--- config.mk ---
export PLATFORM = sky130hd
export DESIGN_NAME = keyed_table_remove_with_tally
export DESIGN_NICKNAME = d
export VERILOG_FILES = /design/src/hdl/ktr_pkg.sv /design/src/hdl/ktr_store.sv /design/src/hdl/keyed_table_remove_with_tally.sv
export SDC_FILE = /design/constraint.sdc
export NUM_CORES = 2
export LEC_CHECK = 0
export BUFFER_PORTS_ARGS = -buffer_cell sky130_fd_sc_hd__buf_2
export CAP_MARGIN = 20
export CORE_MARGIN = 1.5
export CORE_UTILIZATION = 59
export CTS_BUF_LIST = sky130_fd_sc_hd__clkbuf_8 sky130_fd_sc_hd__clkbuf_16
export DETAILED_ROUTE_END_ITERATION = 10
export PLACE_DENSITY = 0.78
export SLEW_MARGIN = 5
export SYNTH_ARGS = -nofsm -noshare
export SYNTH_HDL_FRONTEND = slang
export SYNTH_HIERARCHICAL = 1
export SYNTH_MEMORY_MAX_BITS = 65536
export SYNTH_SLANG_ARGS = --single-unit
--- constraint.sdc ---
create_clock -name clk -period 7.6 [get_ports clk]
set_input_delay 0.76 -clock clk [delete_from_list [all_inputs] [get_ports clk]]
set_output_delay 0.76 -clock clk [all_outputs]
set_load 0.005 [all_outputs]
--- src/hdl/ktr_pkg.sv ---
package ktr_pkg;

    // Operation codes
    localparam logic OP_APPEND = 1'b0;
    localparam logic OP_REMOVE = 1'b1;

    // Kinds above this value share the last tally
    localparam logic [31:0] KIND_CLAMP = 32'd3;

    localparam int TALLY_N = 4;

    typedef struct packed {
        logic        op;
        logic [31:0] key;
        logic [31:0] payload;
        logic [31:0] kind;
    } req_item_t;

    typedef struct packed {
        logic        hit;
        logic        full_res;
        logic [6:0]  entry_count;
        logic [31:0] tally_zero;
        logic [31:0] tally_one;
        logic [31:0] tally_two;
        logic [31:0] tally_rest;
    } rsp_item_t;

    // One stored record; the kind is kept already clamped to a tally index
    typedef struct packed {
        logic [31:0] key;
        logic [31:0] payload;
        logic [1:0]  kind_sel;
    } record_t;

endpackage

--- src/hdl/ktr_store.sv ---
module ktr_store #(
    parameter int DEPTH = 64,
    parameter int IDX_W = 6
) (
    input  logic               clk,
    input  logic               wr_en,
    input  logic [IDX_W-1:0]   wr_addr,
    input  ktr_pkg::record_t   wr_data,
    input  logic [IDX_W-1:0]   rd_addr,
    output ktr_pkg::record_t   rd_data
);
    import ktr_pkg::*;

    record_t mem [DEPTH];

    // Write port
    always_ff @(posedge clk)
    begin
        if (wr_en)
        begin
            mem[wr_addr] <= wr_data;
        end
    end

    // Registered read port
    always_ff @(posedge clk)
    begin
        rd_data <= mem[rd_addr];
    end

endmodule

--- src/hdl/keyed_table_remove_with_tally.sv ---
// Packed table of up to CAPACITY records (key, payload, kind) with four
// wrapping removal tallies. An append item writes after the last record, or
// reports full_res when the table is full. A remove item scans from the front
// for the first matching key, bumps the tally picked by that record's kind
// (kinds of 3 and above share tally_rest), and moves every later record down
// one place. The records sit in one single-port-read, single-port-write
// memory, and the sequencer moves one record per cycle through its read
// port; a remove walks every stored record whether it hits or misses.
// req_stall is high from accept until the result has been loaded into the
// output register; one finished result may wait on rsp_stall while the
// next item is already accepted.
module keyed_table_remove_with_tally #(
    parameter int CAPACITY = 64
) (
    input  logic                clk,
    input  logic                rst_n,
    input  logic                req_valid,
    output logic                req_stall,
    input  ktr_pkg::req_item_t  req,
    output logic                rsp_valid,
    input  logic                rsp_stall,
    output ktr_pkg::rsp_item_t  rsp
);
    import ktr_pkg::*;

    localparam int CNT_W = $clog2(CAPACITY + 1);
    localparam int IDX_W = $clog2(CAPACITY);

    typedef enum logic [1:0] {
        S_IDLE,
        S_SEARCH,
        S_SHIFT,
        S_EMIT
    } state_t;

    state_t             state_reg, state_next;
    logic [CNT_W-1:0]   count_reg, count_next;
    logic [CNT_W-1:0]   ptr_reg, ptr_next;
    logic [31:0]        key_reg, key_next;
    logic               hit_reg, hit_next;
    logic               full_reg, full_next;
    logic [31:0]        tally_reg [TALLY_N];
    logic [31:0]        tally_next [TALLY_N];
    logic               rsp_valid_reg, rsp_valid_next;
    rsp_item_t          rsp_reg, rsp_next;

    logic               wr_en;
    logic [IDX_W-1:0]   wr_addr;
    record_t            wr_data;
    logic [IDX_W-1:0]   rd_addr;
    record_t            rd_data;

    logic               req_fire;
    logic               slot_free;
    logic [CNT_W-1:0]   ptr_inc;
    logic [CNT_W-1:0]   ptr_dec;
    logic               last_entry;
    logic [1:0]         kind_sel_in;

    ktr_store #(
        .DEPTH (CAPACITY),
        .IDX_W (IDX_W)
    ) u_store (
        .clk     (clk),
        .wr_en   (wr_en),
        .wr_addr (wr_addr),
        .wr_data (wr_data),
        .rd_addr (rd_addr),
        .rd_data (rd_data)
    );

    assign req_stall = (state_reg != S_IDLE);
    assign req_fire  = req_valid && !req_stall;
    assign slot_free = !rsp_valid_reg || !rsp_stall;
    assign ptr_inc   = ptr_reg + CNT_W'(1);
    assign ptr_dec   = ptr_reg - CNT_W'(1);
    assign last_entry = (ptr_inc == count_reg);
    assign kind_sel_in = (req.kind > KIND_CLAMP) ? 2'(KIND_CLAMP) : req.kind[1:0];

    assign rsp_valid = rsp_valid_reg;
    assign rsp       = rsp_reg;

    // Sequencer and memory port control
    always_comb
    begin
        state_next     = state_reg;
        count_next     = count_reg;
        ptr_next       = ptr_reg;
        key_next       = key_reg;
        hit_next       = hit_reg;
        full_next      = full_reg;
        tally_next     = tally_reg;
        rsp_valid_next = rsp_valid_reg;
        rsp_next       = rsp_reg;

        wr_en   = 1'b0;
        wr_addr = count_reg[IDX_W-1:0];
        wr_data = '{key: req.key, payload: req.payload, kind_sel: kind_sel_in};
        rd_addr = '0;

        // Output register drains independently
        if (rsp_valid_reg && !rsp_stall)
        begin
            rsp_valid_next = 1'b0;
        end

        unique case (state_reg)
            S_IDLE:
            begin
                if (req_fire)
                begin
                    key_next  = req.key;
                    hit_next  = 1'b0;
                    full_next = 1'b0;
                    ptr_next  = '0;
                    if (req.op == OP_APPEND)
                    begin
                        state_next = S_EMIT;
                        if (count_reg == CNT_W'(CAPACITY))
                        begin
                            full_next = 1'b1;
                        end
                        else
                        begin
                            wr_en      = 1'b1;
                            count_next = count_reg + CNT_W'(1);
                            hit_next   = 1'b1;
                        end
                    end
                    else if (count_reg == '0)
                    begin
                        state_next = S_EMIT;
                    end
                    else
                    begin
                        // first record read is issued now
                        state_next = S_SEARCH;
                    end
                end
            end

            S_SEARCH:
            begin
                // rd_data holds the record at ptr_reg
                if (rd_data.key == key_reg)
                begin
                    hit_next = 1'b1;
                    tally_next[rd_data.kind_sel] = tally_reg[rd_data.kind_sel] + 32'd1;
                    if (last_entry)
                    begin
                        count_next = count_reg - CNT_W'(1);
                        state_next = S_EMIT;
                    end
                    else
                    begin
                        rd_addr    = ptr_inc[IDX_W-1:0];
                        ptr_next   = ptr_inc;
                        state_next = S_SHIFT;
                    end
                end
                else if (last_entry)
                begin
                    state_next = S_EMIT;
                end
                else
                begin
                    rd_addr  = ptr_inc[IDX_W-1:0];
                    ptr_next = ptr_inc;
                end
            end

            S_SHIFT:
            begin
                // move the record at ptr_reg down one place
                wr_en   = 1'b1;
                wr_addr = ptr_dec[IDX_W-1:0];
                wr_data = rd_data;
                if (last_entry)
                begin
                    count_next = count_reg - CNT_W'(1);
                    state_next = S_EMIT;
                end
                else
                begin
                    rd_addr  = ptr_inc[IDX_W-1:0];
                    ptr_next = ptr_inc;
                end
            end

            S_EMIT:
            begin
                if (slot_free)
                begin
                    rsp_valid_next       = 1'b1;
                    rsp_next.hit         = hit_reg;
                    rsp_next.full_res    = full_reg;
                    rsp_next.entry_count = 7'(count_reg);
                    rsp_next.tally_zero  = tally_reg[0];
                    rsp_next.tally_one   = tally_reg[1];
                    rsp_next.tally_two   = tally_reg[2];
                    rsp_next.tally_rest  = tally_reg[3];
                    state_next           = S_IDLE;
                end
            end

            default:
            begin
                state_next = S_IDLE;
            end
        endcase
    end

    // State and registered outputs
    always_ff @(posedge clk or negedge rst_n)
    begin
        if (!rst_n)
        begin
            state_reg     <= S_IDLE;
            count_reg     <= '0;
            ptr_reg       <= '0;
            key_reg       <= '0;
            hit_reg       <= 1'b0;
            full_reg      <= 1'b0;
            for (int i = 0; i < TALLY_N; i++)
            begin
                tally_reg[i] <= '0;
            end
            rsp_valid_reg <= 1'b0;
            rsp_reg       <= '0;
        end
        else
        begin
            state_reg     <= state_next;
            count_reg     <= count_next;
            ptr_reg       <= ptr_next;
            key_reg       <= key_next;
            hit_reg       <= hit_next;
            full_reg      <= full_next;
            tally_reg     <= tally_next;
            rsp_valid_reg <= rsp_valid_next;
            rsp_reg       <= rsp_next;
        end
    end

endmodule
==> results_dict.tcl <==
set metrics [dict create \
    crit_buf_inv 2 \
    die_area_mm2 0.1698 \
    endpoint_kind "flip-flop" \
    clk_latency_ps 900 \
    grt.total_usage_pct 29.97 \
    die_y_um 412.1 \
    final_max_slew_viol_count 0 \
    grt_overflow 0 \
    crit_arrival_ps 6830 \
    rows 149 \
    worst_ep_required_time_ps 8410 \
    clockBufferDepth 3 \
    p_per_area_mw_per_mm2 412.2 \
    internal-power_w 0.03023 \
    grtUsageMet1_pct 39.11 \
    initial_core_util_pct 59.63 \
    cts_root_buffer "clkbuf_16" \
    layout_commonest_cell "edfxtp_1" \
    syn-num-nets 4897 \
    grt_use_met3_pct 7.442 \
    hold_viol_final 0 \
    io_pins 240 \
    combPwrFrac_pct 36.3 \
    worstHoldPathType "input pin to flip-flop" \
    vias_per_cell 6.884 \
    critPathTopFamily "simple AND/OR/NAND/NOR gates" \
    place_area_mm2 0.1028 \
    finalCritPeriodShare_pct 79.11 \
    max_slew_margin_pct 14.52 \
    final_nets 5117 \
    routed_wl_um 254200 \
    design_area_mm2 0.1105 \
    p_leak_nw 37.07 \
    routabilityCongestion 0.8563 \
    gr-usage-met2_pct 47.73 \
    min_period_ps 6012 \
    core_mm2 0.1655 \
    ant_nets 0 \
    synth_warnings 6 \
    clkSlewWorstSetupHoldPaths_ps 60 \
    tightest_slew_ps 1282 \
    grt_max_degree 170 \
    largest_reg_flops 2176 \
    status "completed" \
    dp_cells 6951 \
    slowest_delay_ps 990 \
    grt_pass1_wl_um 361600 \
    vias 50894 \
    cts_sinks 2526 \
    postCtsSetupRepairBufs 0 \
    path_max_fanout 28 \
    instances_no_fill 7393 \
    dr.first_iter.drc_count 7647 \
    syn_area_mm2 0.09872 \
    htreeDepth 4 \
    cpMostUsedCell "buf_4" \
    drive_gt1_share_pct 32.91 \
    skew_ps 31.85 \
    critPathKind "flip-flop to flip-flop" \
    finalSetupViolCount 0 \
    final_util_pct 66.73 \
    drv_cap 0 \
    grt_pass1_vias 51598 \
    final_cell_mix "2,176 x edfxtp_1, 539 x mux4_2, 322 x mux2_2" \
    syn_avg_cell_area_um2 20.64 \
    antenna_found_initial 12 \
    slowest_stage "nor4_2" \
    worst_setup_path_start_kind "flip-flop" \
    cts_buffers 230 \
    wire_per_inst_um 34.39 \
    rsz0062_at_grt "no" \
    peakVddDrop_v 0.0004151 \
    seqPwrFrac_pct 38.6 \
    dr.pass1.iters 6 \
    hpwlAfterDp_um 139800 \
    crit_chain "ha_1, and3_1, nand4_1, a2111oi_4, nand3_1, nand2_1, nor2_4, buf_4, and2_1, nand2b_1, buf_4, o22ai_1, nor4_2, o22a_1" \
    swShare_pct 33.61 \
    cts_tree "done" \
    setup-tns-final_ps 0 \
    die_w_um 412.1 \
    syn-instance-count 4783 \
    drc 0 \
    top_usage_layer "met2" \
    max_freq_mhz 166.3 \
    io_buffers 207 \
    p_switching_w 0.01530 \
    pwr-share-clk_pct 25.1 \
    syn_to_final_growth_pct 11.91 \
    rrSetupSlack_ps 1590 \
]
-- stage by stage --
stage                     worst slack (ps)  hold slack (ps)  power [W]
final                                 1588            130.3    0.04554
after CTS                             1511            87.65    0.04530
after detailed placement              1648            466.2    0.03374
after global placement                1772            463.2    0.03323
after global routing                  1594            115.5    0.04668
after floorplan                       2703            442.9    0.02891
-- per-layer routing --
metal	vias to the layer above	share of wire, %
met3	649	13
met1	26408	34
li1	20023	-
met2	3808	48
met5	-	0.016
met4	6	5.5
-- layout make-up --
class	instances	area [um2]
Timing Repair Buffer	387	2820
Clock buffer	247	6001
Fill cell	9821	55070
Multi-Input combinational cell	1840	23480
Antenna cell	5	12.51
Clock inverter	181	1424
Sequential cell	2526	73930
Tap cell	2189	2739
Inverter	18	67.56
-- power by group through the flow --
| stage | logic, W | registers [W] | clock network, W |
|---|---|---|---|
| floorplan | 0.0112 | 0.0177 | 0 |
| detailed placement | 0.0159 | 0.0179 | 0 |
| global placement | 0.0154 | 0.0178 | 0 |
| finish | 0.0165 | 0.0176 | 0.0114 |
| CTS | 0.0162 | 0.0176 | 0.0115 |
| global route | 0.0171 | 0.0176 | 0.0120 |
-- final timing paths --
check                           start             endpoint  cells after the start
max                        ptr_reg[0]  u_store/rd_data[55]                     14
min                           req[92]          key_reg[28]                      2
max reg2reg                ptr_reg[0]  u_store/rd_data[55]                     14
min reg2reg                  full_reg             full_reg                      2
max in group asynchronous       rst_n           key_reg[6]                      3
min in group asynchronous       rst_n              rsp[59]                      2
-- what timing repair did --
action,CTS,global route
setup endpoints to repair,0,0
resized for setup,0,0
hold endpoints to repair,78,0
hold buffers,1,0
No activity file was read; power rests on OpenSTA's default activity.
